--- config.mk ---
export PLATFORM = sky130hd
export DESIGN_NAME = running_median_smoother_top
export DESIGN_NICKNAME = d
export VERILOG_FILES = /design/src/rtl/rms_pkg.sv /design/src/rtl/rms_ctrl.sv /design/src/rtl/rms_dp.sv /design/src/rtl/running_median_smoother_top.sv
export SDC_FILE = /design/constraint.sdc
export NUM_CORES = 2
export LEC_CHECK = 0
export BUFFER_PORTS_ARGS = -buffer_cell sky130_fd_sc_hd__buf_2
export CAP_MARGIN = 20
export CORE_AREA = 2 2 430 432
export CTS_CLUSTER_SIZE = 40
export DETAILED_ROUTE_END_ITERATION = 7
export DIE_AREA = 0 0 432 434
export HOLD_SLACK_MARGIN = 0.05
export PLACE_DENSITY_LB_ADDON = 0.05
export SLEW_MARGIN = 20
export SYNTH_ARGS = -nofsm -noshare
export SYNTH_HDL_FRONTEND = slang
export SYNTH_SLANG_ARGS = --single-unit
--- constraint.sdc ---
create_clock -name clk -period 8.4 [get_ports clk]
set_input_delay 0.84 -clock clk [delete_from_list [all_inputs] [get_ports clk]]
set_output_delay 0.84 -clock clk [all_outputs]
set_load 0.005 [all_outputs]
--- src/rtl/rms_pkg.sv ---
`timescale 1ns / 1ps
`default_nettype none
// ----------------------------------------------------------------------------
// rms_pkg
// Shared types, codes and helpers of the running median smoother.
// ----------------------------------------------------------------------------
package rms_pkg;

    localparam int SAMPLE_W       = 16;
    localparam int MAX_WINDOW_DEF = 31;
    localparam int WIN_W          = 5;
    localparam int CFG_IDX_W      = 1;

    localparam logic [CFG_IDX_W-1:0] REG_WINDOW_SIZE = 1'd0;
    localparam logic [CFG_IDX_W-1:0] REG_END_MODE    = 1'd1;

    localparam logic [WIN_W-1:0] WINDOW_RESET = 5'd3;

    typedef struct packed {
        logic signed [SAMPLE_W-1:0] sample;
        logic                       series_last;
    } in_item_t;

    typedef struct packed {
        logic signed [SAMPLE_W-1:0] value;
        logic                       from_median;
        logic                       run_end;
        logic                       series_end;
    } out_item_t;

    typedef enum logic [2:0] {
        ST_IDLE,
        ST_REMOVE,
        ST_INSERT,
        ST_HEAD,
        ST_MED,
        ST_TAIL,
        ST_RAW
    } state_t;

    typedef enum logic [2:0] {
        EMIT_NONE,
        EMIT_HEAD,
        EMIT_MED,
        EMIT_TAIL,
        EMIT_RAW
    } emit_t;

    typedef struct packed {
        logic  load;
        logic  remove;
        logic  insert;
        logic  clear;
        emit_t emit;
    } cmd_t;

    typedef struct packed {
        logic full;
        logic fill_to_k;
        logic k2_zero;
        logic last;
        logic out_free;
        logic half_done;
        logic raw_done;
        logic fill_over;
    } status_t;

    // Map the programmed size to an odd size in 1..cap.
    function automatic logic [6:0] eff_window(input logic [WIN_W-1:0] w,
                                              input logic [6:0] cap);
        logic [6:0] v;
        v = {2'b00, w};
        if (v == 7'd0)
        begin
            v = 7'd1;
        end
        if (v[0] == 1'b0)
        begin
            v = v - 7'd1;
        end
        if (v > cap)
        begin
            v = cap;
        end
        return v;
    endfunction

endpackage
`default_nettype wire

--- src/rtl/rms_ctrl.sv ---
`timescale 1ns / 1ps
`default_nettype none
// ----------------------------------------------------------------------------
// rms_ctrl
// Sequencer: update the sorted window, then emit the results of one item.
// ----------------------------------------------------------------------------
module rms_ctrl (
    input  wire logic            clk,
    input  wire logic            rst_n,
    input  wire logic            in_valid,
    output logic                 in_ready,
    input  wire rms_pkg::status_t sts,
    output rms_pkg::cmd_t        cmd
);

    rms_pkg::state_t state_reg;
    rms_pkg::state_t state_next;

    always_ff @(posedge clk or negedge rst_n)
    begin
        if (!rst_n)
        begin
            state_reg <= rms_pkg::ST_IDLE;
        end
        else
        begin
            state_reg <= state_next;
        end
    end

    always_comb
    begin
        state_next = state_reg;
        in_ready   = 1'b0;
        cmd        = '{load: 1'b0, remove: 1'b0, insert: 1'b0, clear: 1'b0,
                       emit: rms_pkg::EMIT_NONE};
        unique case (state_reg)
            rms_pkg::ST_IDLE:
            begin
                in_ready = 1'b1;
                if (in_valid)
                begin
                    cmd.load   = 1'b1;
                    state_next = sts.full ? rms_pkg::ST_REMOVE : rms_pkg::ST_INSERT;
                end
            end
            rms_pkg::ST_REMOVE:
            begin
                cmd.remove = 1'b1;
                state_next = rms_pkg::ST_INSERT;
            end
            rms_pkg::ST_INSERT:
            begin
                cmd.insert = 1'b1;
                if (sts.full)
                begin
                    state_next = rms_pkg::ST_MED;
                end
                else if (sts.fill_to_k)
                begin
                    state_next = sts.k2_zero ? rms_pkg::ST_MED : rms_pkg::ST_HEAD;
                end
                else if (sts.last)
                begin
                    state_next = rms_pkg::ST_RAW;
                end
                else
                begin
                    state_next = rms_pkg::ST_IDLE;
                end
            end
            rms_pkg::ST_HEAD:
            begin
                if (sts.out_free)
                begin
                    cmd.emit = rms_pkg::EMIT_HEAD;
                    if (sts.half_done)
                    begin
                        state_next = rms_pkg::ST_MED;
                    end
                end
            end
            rms_pkg::ST_MED:
            begin
                if (sts.out_free)
                begin
                    cmd.emit = rms_pkg::EMIT_MED;
                    if (sts.last && !sts.k2_zero)
                    begin
                        state_next = rms_pkg::ST_TAIL;
                    end
                    else
                    begin
                        cmd.clear  = sts.last;
                        state_next = rms_pkg::ST_IDLE;
                    end
                end
            end
            rms_pkg::ST_TAIL:
            begin
                if (sts.out_free)
                begin
                    cmd.emit = rms_pkg::EMIT_TAIL;
                    if (sts.half_done)
                    begin
                        cmd.clear  = 1'b1;
                        state_next = rms_pkg::ST_IDLE;
                    end
                end
            end
            rms_pkg::ST_RAW:
            begin
                if (sts.out_free)
                begin
                    cmd.emit = rms_pkg::EMIT_RAW;
                    if (sts.raw_done)
                    begin
                        cmd.clear  = 1'b1;
                        state_next = rms_pkg::ST_IDLE;
                    end
                end
            end
            default:
            begin
                state_next = rms_pkg::ST_IDLE;
            end
        endcase
    end

endmodule
`default_nettype wire

--- src/rtl/rms_dp.sv ---
`timescale 1ns / 1ps
`default_nettype none
// ----------------------------------------------------------------------------
// rms_dp
// Datapath: config registers, history ring, sorted cell row, output register.
// ----------------------------------------------------------------------------
module rms_dp #(
    parameter int MAX_WINDOW = rms_pkg::MAX_WINDOW_DEF
) (
    input  wire logic                           clk,
    input  wire logic                           rst_n,
    input  wire rms_pkg::in_item_t              in_data,
    input  wire logic                           cfg_valid,
    input  wire logic [rms_pkg::CFG_IDX_W-1:0]  cfg_index,
    input  wire logic [rms_pkg::WIN_W-1:0]      cfg_data,
    input  wire rms_pkg::cmd_t                  cmd,
    output rms_pkg::status_t                    sts,
    output logic                                out_valid,
    input  wire logic                           out_ready,
    output rms_pkg::out_item_t                  out_data
);

    localparam int AW = (MAX_WINDOW > 1) ? $clog2(MAX_WINDOW) : 1;
    localparam int CW = $clog2(MAX_WINDOW + 1);
    localparam int SW = rms_pkg::SAMPLE_W;
    localparam logic [6:0] CAP = 7'((MAX_WINDOW % 2 == 1) ? MAX_WINDOW : MAX_WINDOW - 1);

    logic [rms_pkg::WIN_W-1:0] win_reg;
    logic                      mode_reg;

    logic signed [SW-1:0] hist_reg [MAX_WINDOW];
    logic signed [SW-1:0] sval_reg [MAX_WINDOW];
    logic [AW-1:0]        sage_reg [MAX_WINDOW];

    logic [CW-1:0]        fill_reg;
    logic [CW-1:0]        k_reg;
    logic [AW-1:0]        oldest_reg;
    logic [AW-1:0]        idx_reg;
    logic [AW-1:0]        tail_reg;
    logic signed [SW-1:0] x_reg;
    logic                 last_reg;

    logic                 out_valid_reg;
    rms_pkg::out_item_t   out_reg;

    logic                 full;
    logic [AW-1:0]        k2;
    logic [CW-1:0]        k2_c;
    logic [CW-1:0]        ins_cnt;
    logic [AW-1:0]        ins_age;
    logic [AW-1:0]        hist_wr;
    logic [AW-1:0]        hist_rd;
    logic signed [SW-1:0] median;
    logic signed [SW-1:0] hist_val;
    logic [AW-1:0]        oldest_inc;
    logic [CW:0]          tail_sum;
    logic [AW-1:0]        tail_start;
    logic [AW-1:0]        tail_inc;
    logic [MAX_WINDOW-1:0] gt;
    logic [MAX_WINDOW-1:0] hit;
    logic [MAX_WINDOW-1:0] after;
    logic                 out_free;
    rms_pkg::out_item_t   emit_item;

    assign full    = (fill_reg == k_reg);
    assign k2_c    = k_reg >> 1;
    assign k2      = AW'(k2_c);
    assign ins_cnt = full ? (k_reg - CW'(1)) : fill_reg;
    assign ins_age = full ? oldest_reg : AW'(fill_reg);
    assign hist_wr = ins_age;
    assign hist_rd = (cmd.emit == rms_pkg::EMIT_TAIL) ? tail_reg : idx_reg;
    assign median  = sval_reg[k2];
    assign hist_val = hist_reg[hist_rd];

    assign oldest_inc = ((CW'(oldest_reg) + CW'(1)) >= k_reg) ? '0 : (oldest_reg + AW'(1));
    assign tail_inc   = ((CW'(tail_reg) + CW'(1)) >= k_reg) ? '0 : (tail_reg + AW'(1));
    assign tail_sum   = (CW+1)'(oldest_reg) + (CW+1)'(k2_c) + (CW+1)'(1);
    assign tail_start = (tail_sum >= {1'b0, k_reg}) ? AW'(tail_sum - {1'b0, k_reg})
                                                     : AW'(tail_sum);

    assign out_free = !out_valid_reg || out_ready;

    assign sts.full      = full;
    assign sts.fill_to_k = ((fill_reg + CW'(1)) == k_reg);
    assign sts.k2_zero   = (k2_c == '0);
    assign sts.last      = last_reg;
    assign sts.out_free  = out_free;
    assign sts.half_done = ((CW'(idx_reg) + CW'(1)) == k2_c);
    assign sts.raw_done  = ((CW'(idx_reg) + CW'(1)) == fill_reg);
    assign sts.fill_over = (fill_reg > k_reg);

    // Compare each cell against the new sample, and find the leaving entry.
    always_comb
    begin
        for (int p = 0; p < MAX_WINDOW; p++)
        begin
            gt[p]  = (CW'(p) >= ins_cnt) || (sval_reg[p] > x_reg);
            hit[p] = (CW'(p) < k_reg) && (sage_reg[p] == oldest_reg);
        end
        after[0] = hit[0];
        for (int p = 1; p < MAX_WINDOW; p++)
        begin
            after[p] = after[p-1] | hit[p];
        end
    end

    always_comb
    begin
        emit_item = '{value: median, from_median: 1'b1, run_end: 1'b0, series_end: 1'b0};
        case (cmd.emit)
            rms_pkg::EMIT_HEAD:
            begin
                emit_item.value       = mode_reg ? median : hist_val;
                emit_item.from_median = mode_reg;
            end
            rms_pkg::EMIT_MED:
            begin
                emit_item.run_end    = !(last_reg && (k2_c != '0));
                emit_item.series_end = last_reg && (k2_c == '0);
            end
            rms_pkg::EMIT_TAIL:
            begin
                emit_item.value       = mode_reg ? median : hist_val;
                emit_item.from_median = mode_reg;
                emit_item.run_end     = sts.half_done;
                emit_item.series_end  = sts.half_done;
            end
            rms_pkg::EMIT_RAW:
            begin
                emit_item.value       = hist_val;
                emit_item.from_median = 1'b0;
                emit_item.run_end     = sts.raw_done;
                emit_item.series_end  = sts.raw_done;
            end
            default:
            begin
                emit_item = '{value: median, from_median: 1'b1, run_end: 1'b0,
                              series_end: 1'b0};
            end
        endcase
    end

    // Config registers.
    always_ff @(posedge clk or negedge rst_n)
    begin
        if (!rst_n)
        begin
            win_reg  <= rms_pkg::WINDOW_RESET;
            mode_reg <= 1'b0;
        end
        else if (cfg_valid)
        begin
            unique case (cfg_index)
                rms_pkg::REG_WINDOW_SIZE: win_reg  <= cfg_data;
                rms_pkg::REG_END_MODE:    mode_reg <= cfg_data[0];
                default:                  win_reg  <= win_reg;
            endcase
        end
    end

    // Control counters.
    always_ff @(posedge clk or negedge rst_n)
    begin
        if (!rst_n)
        begin
            fill_reg      <= '0;
            oldest_reg    <= '0;
            k_reg         <= CW'(3);
            out_valid_reg <= 1'b0;
        end
        else
        begin
            if (cmd.load && (fill_reg == '0))
            begin
                k_reg <= CW'(rms_pkg::eff_window(win_reg, CAP));
            end
            if (cmd.insert)
            begin
                if (full)
                begin
                    oldest_reg <= oldest_inc;
                end
                else
                begin
                    fill_reg <= fill_reg + CW'(1);
                end
            end
            if (cmd.clear)
            begin
                fill_reg   <= '0;
                oldest_reg <= '0;
            end
            if (cmd.emit != rms_pkg::EMIT_NONE)
            begin
                out_valid_reg <= 1'b1;
            end
            else if (out_ready)
            begin
                out_valid_reg <= 1'b0;
            end
        end
    end

    // Payload registers: sample latch, emit counters, history and sorted row.
    always_ff @(posedge clk)
    begin
        if (cmd.load)
        begin
            x_reg    <= in_data.sample;
            last_reg <= in_data.series_last;
        end
        if (cmd.insert)
        begin
            hist_reg[hist_wr] <= x_reg;
        end
        if (cmd.emit != rms_pkg::EMIT_NONE)
        begin
            out_reg <= emit_item;
        end
        if (cmd.insert || (cmd.emit == rms_pkg::EMIT_MED))
        begin
            idx_reg <= '0;
        end
        else if (cmd.emit != rms_pkg::EMIT_NONE)
        begin
            idx_reg <= idx_reg + AW'(1);
        end
        if (cmd.emit == rms_pkg::EMIT_MED)
        begin
            tail_reg <= tail_start;
        end
        else if (cmd.emit == rms_pkg::EMIT_TAIL)
        begin
            tail_reg <= tail_inc;
        end
        for (int p = 0; p < MAX_WINDOW; p++)
        begin
            if (cmd.remove && after[p] && (p + 1 < MAX_WINDOW))
            begin
                sval_reg[p] <= sval_reg[(p + 1 < MAX_WINDOW) ? p + 1 : p];
                sage_reg[p] <= sage_reg[(p + 1 < MAX_WINDOW) ? p + 1 : p];
            end
            if (cmd.insert && gt[p])
            begin
                if (p > 0 && gt[(p > 0) ? p - 1 : 0])
                begin
                    sval_reg[p] <= sval_reg[(p > 0) ? p - 1 : 0];
                    sage_reg[p] <= sage_reg[(p > 0) ? p - 1 : 0];
                end
                else
                begin
                    sval_reg[p] <= x_reg;
                    sage_reg[p] <= ins_age;
                end
            end
        end
    end

    assign out_valid = out_valid_reg;
    assign out_data  = out_reg;

endmodule
`default_nettype wire

--- src/rtl/running_median_smoother_top.sv ---
`timescale 1ns / 1ps
`default_nettype none
// ----------------------------------------------------------------------------
// running_median_smoother_top
// Running median over an odd window, with raw or median values at the ends.
// ----------------------------------------------------------------------------
// One item at a time: an accepted sample is latched, the oldest entry is
// dropped from the sorted cell row (only once the window is full), the new
// sample is inserted, and then one result per cycle is emitted while the
// output side takes each transfer. The sample that fills the window also
// emits the head results, and the last sample of a series the tail results.
// The sorted row shifts all cells in parallel, so the update cost does not grow
// with the window. Results sit in an output register, so the next sample is
// taken while the last result waits.
// The window size is sampled at the first sample of each series; end mode is
// read live. Config writes are always taken (cfg_ready is tied high).
// ----------------------------------------------------------------------------
module running_median_smoother_top #(
    parameter int MAX_WINDOW = rms_pkg::MAX_WINDOW_DEF
) (
    input  wire logic                          clk,
    input  wire logic                          rst_n,
    input  wire logic                          in_valid,
    output logic                               in_ready,
    input  wire rms_pkg::in_item_t             in_data,
    output logic                               out_valid,
    input  wire logic                          out_ready,
    output rms_pkg::out_item_t                 out_data,
    input  wire logic                          cfg_valid,
    output logic                               cfg_ready,
    input  wire logic [rms_pkg::CFG_IDX_W-1:0] cfg_index,
    input  wire logic [rms_pkg::WIN_W-1:0]     cfg_data
);

    rms_pkg::cmd_t    cmd;
    rms_pkg::status_t sts;

    // Take config writes in any cycle.
    assign cfg_ready = 1'b1;

    rms_ctrl u_ctrl (
        .clk      (clk),
        .rst_n    (rst_n),
        .in_valid (in_valid),
        .in_ready (in_ready),
        .sts      (sts),
        .cmd      (cmd)
    );

    rms_dp #(
        .MAX_WINDOW (MAX_WINDOW)
    ) u_dp (
        .clk       (clk),
        .rst_n     (rst_n),
        .in_data   (in_data),
        .cfg_valid (cfg_valid),
        .cfg_index (cfg_index),
        .cfg_data  (cfg_data),
        .cmd       (cmd),
        .sts       (sts),
        .out_valid (out_valid),
        .out_ready (out_ready),
        .out_data  (out_data)
    );

    // Hold off new samples while the current one is in work.
    a_busy_after_accept: assert property (@(posedge clk) disable iff (!rst_n)
        (in_valid && in_ready) |=> !in_ready)
        else $error("input taken while previous item in work");

    // Fill count never passes the latched window size.
    a_fill_bound: assert property (@(posedge clk) disable iff (!rst_n)
        !sts.fill_over)
        else $error("fill count above window size");

    // The end of a series is always the end of its run.
    a_series_run: assert property (@(posedge clk) disable iff (!rst_n)
        (out_valid && out_data.series_end) |-> out_data.run_end)
        else $error("series end without run end");

    // No result is produced from an idle sequencer.
    a_emit_busy: assert property (@(posedge clk) disable iff (!rst_n)
        (cmd.emit != rms_pkg::EMIT_NONE) |-> !in_ready)
        else $error("emit while idle");

endmodule
`default_nettype wire
==> flow_metrics.tcl <==
set metrics [dict create \
    power_density_nw_per_um2 501.1 \
    start_util_pct 39.90 \
    synthArstFlopShare_pct 1.972 \
    post_cts_buffers 0 \
    setup_viol 0 \
    overflow 0 \
    min_path_type "input port to flip-flop" \
    worst_pin_slew_ns 1.164 \
    port_buffers 48 \
    drt_iter0_drc 5033 \
    worst-setup-path-type "flip-flop to flip-flop" \
    clk_pin_slew_ns 0.05 \
    rows 157 \
    fin_skew_ns 0.03917 \
    mostFrequentLayoutCell "edfxtp_1" \
    worst_slack_ns 3.246 \
    placed_area_um2 76430 \
    pre_cts_slack_ns 3.207 \
    fin_area_um2 81260 \
    synth_top_flop_cell "edfxtp_1" \
    vias 53070 \
    cts_root_buffer "clkbuf_16" \
    io_pins 50 \
    drv_cap 0 \
    synth-edff-count 1188 \
    dieArea_um2 187500 \
    fillers 16910 \
    hold_viol 0 \
    fin_nets 6685 \
    fin_setup_tns_ns 0 \
    cp_max_fo 44 \
    maxSlewHeadroom_pct 22.22 \
    grt_busiest_layer "met2" \
    syn_inst 6149 \
    crit_path_frequent_cell "buf_4" \
    grt_pass1_vias 51870 \
    crit_family "buffers and inverters" \
    globalRouteMet3Util_pct 3.657 \
    final_cell_mix "edfxtp_1, ha_1, mux2i_1, nand2_1, a21oi_1" \
    ys_ff_latch 1217 \
    ir_drop_v 0.0003716 \
    wl_per_cell_um 31.27 \
    p_leak_nw 29.73 \
    vias_per_cell 6.141 \
    yosysSeqAreaShare_pct 49.96 \
    syn_area_per_cell_um2 11.84 \
    dp.final_hpwl_mm 187.0 \
    synth_cell_type_count 94 \
    syn-num-nets 6698 \
    drtAntennaViolNets 0 \
    clkSinkCount 1217 \
    drtPass1Iterations 5 \
    crit_required_ns 8.84 \
    die_w_um 432 \
    numCtsBuffers 147 \
    htreeDepth 4 \
    worstPathArrival_ns 5.60 \
    cp-end-kind "flip-flop" \
    die-height_um 434 \
    rsz0062_at_grt "false" \
    syn_area_um2 72820 \
    path_buf_inv 4 \
    yosys_warnings 0 \
    cts_resized 0 \
    start_kind "flip-flop" \
    drive_gt1_share_pct 16.56 \
    max_stage_delay_ns 0.76 \
    finalCritPeriodShare_pct 61.36 \
    status "complete, no violations" \
    crit_path_cell_trace "buf_4 -> inv_2 -> buf_4 -> ha_1 -> nand2_1 -> nor4_1 -> a21boi_0 -> o31a_1 -> o31ai_4 -> buf_4 -> and2_1 -> a31oi_4" \
    track_usage_pct 28.48 \
    gp_congestion 0.8839 \
    use_met1_pct 40.77 \
    slowest_stage "a31oi_4" \
    grt_pass1_wl_mm 387.0 \
    antenna_found_initial 11 \
    use_met2_pct 44.76 \
    slew_viol_final 0 \
    clk_latency_ns 0.84 \
    cts.path.max_buffers 3 \
    period_needed_ns 5.154 \
    fmax_mhz 194.0 \
    wl_mm 270.3 \
    core_area_um2 182500 \
    area_growth_pct 11.59 \
    grt_start_max_net_pins 110 \
    route.detailed.drc 0 \
    cts_tree "yes" \
]
[repair_timing]
action                                  in CTS  in global routing
hold endpoints to repair                    11                  0
hold buffers                                 1                  0
endpoints found under the setup margin       0                  0
[final timing paths]
| kind | start | slack, ns | cells after the start | to |
|---|---|---|---|---|
| max | u_dp.x_reg[6] | 3.25 | 12 | u_dp.sval_reg[28][2] |
| min | in_data[0] | 0.19 | 1 | u_dp.last_reg |
| max reg2reg | u_dp.x_reg[6] | 3.25 | 12 | u_dp.sval_reg[28][2] |
| min reg2reg | u_dp.sage_reg[7][14] | 0.56 | 1 | u_dp.sage_reg[7][9] |
| max in group asynchronous | rst_n | 7.19 | 2 | u_dp.k_reg[2] |
| min in group asynchronous | rst_n | 0.62 | 2 | u_dp.win_reg[3] |
[worst reg2reg max path, stage by stage (launching register included)]
cell	delay, ns
edfxtp_1	0.38
buf_4	0.21
inv_2	0.73
buf_4	0.46
ha_1	0.21
nand2_1	0.06
nor4_1	0.51
a21boi_0	0.39
o31a_1	0.43
o31ai_4	0.08
buf_4	0.30
and2_1	0.23
a31oi_4	0.76
[power by group]
part           internal [mW]  switching, mW
clock network           3.67           2.80
logic                   7.87           12.8
registers               10.7           2.91
total                   22.2           18.5
[layout make-up]
| type | instances | area, µm² | share of cell area (%) |
|---|---|---|---|
| Antenna cell | 7 | 17.52 | 0.02156 |
| Clock buffer | 181 | 3859 | 4.748 |
| Clock inverter | 82 | 934.6 | 1.150 |
| Inverter | 115 | 431.7 | 0.5312 |
| Multi-Input combinational cell | 4403 | 34800 | 42.83 |
| Sequential cell | 1217 | 36390 | 44.79 |
| Tap cell | 2385 | 2984 | 3.672 |
| Timing Repair Buffer | 252 | 1839 | 2.263 |
[through the flow]
| stage | std cells | power [mW] | utilization, % | hold WS [ns] |
|---|---|---|---|---|
| floorplan | 6149 | 26.21 | - | 0.4800 |
| finish | 8642 | 40.72 | 44.53 | 0.1873 |
| global route | 8636 | 43.01 | 44.52 | 0.1594 |
| global placement | 8368 | 33.79 | 41.85 | 0.5252 |
| detailed placement | 8371 | 34.05 | 41.88 | 0.5391 |
| CTS | 8635 | 40.62 | 44.51 | 0.1225 |
[kinds of logic after synthesis]
family	count (synthesis)	synth area share (%)
compound gates	1390	11.65
xor+xnor	188	2.271
fa+ha+maj	521	8.972
buf+inv	529	3.043
flops	1217	49.96
mux	913	15.05
other cells	1	0.005150
simple gates	1390	9.053
[cells in the mapped netlist, types with 35 or more instances]
master / count / share of area, %
nor2b_1: 42 / 0.36
o22ai_1: 35 / 0.30
o21ai_0: 413 / 2.8
mux4_2: 111 / 3.4
a2111oi_0: 53 / 0.64
mux2i_1: 464 / 6.4
a21oi_1: 423 / 2.9
nor4_1: 35 / 0.30
clkbuf_1: 269 / 1.4
xor2_1: 79 / 0.95
a31oi_1: 83 / 0.71
nand2b_1: 45 / 0.39
nand3_1: 130 / 0.89
a21o_1: 58 / 0.60
mux2_2: 335 / 5.2
nand4_1: 106 / 0.91
xnor2_1: 108 / 1.3
buf_1: 35 / 0.18
edfxtp_1: 1188 / 49
a211oi_1: 51 / 0.53
nor2_1: 367 / 1.9
and3_1: 75 / 0.64
nor3_1: 77 / 0.53
nand2_1: 424 / 2.2
buf_2: 88 / 0.60
inv_1: 113 / 0.58
ha_1: 519 / 8.9
[metal layers]
layer  up-vias  part of all wire, %
li1      23750                    -
met1     27140                   46
met2      1783                   45
met3       397                  5.6
met4         2                  3.2
met5         -               0.0048
Power figures use the tool's default switching activity.
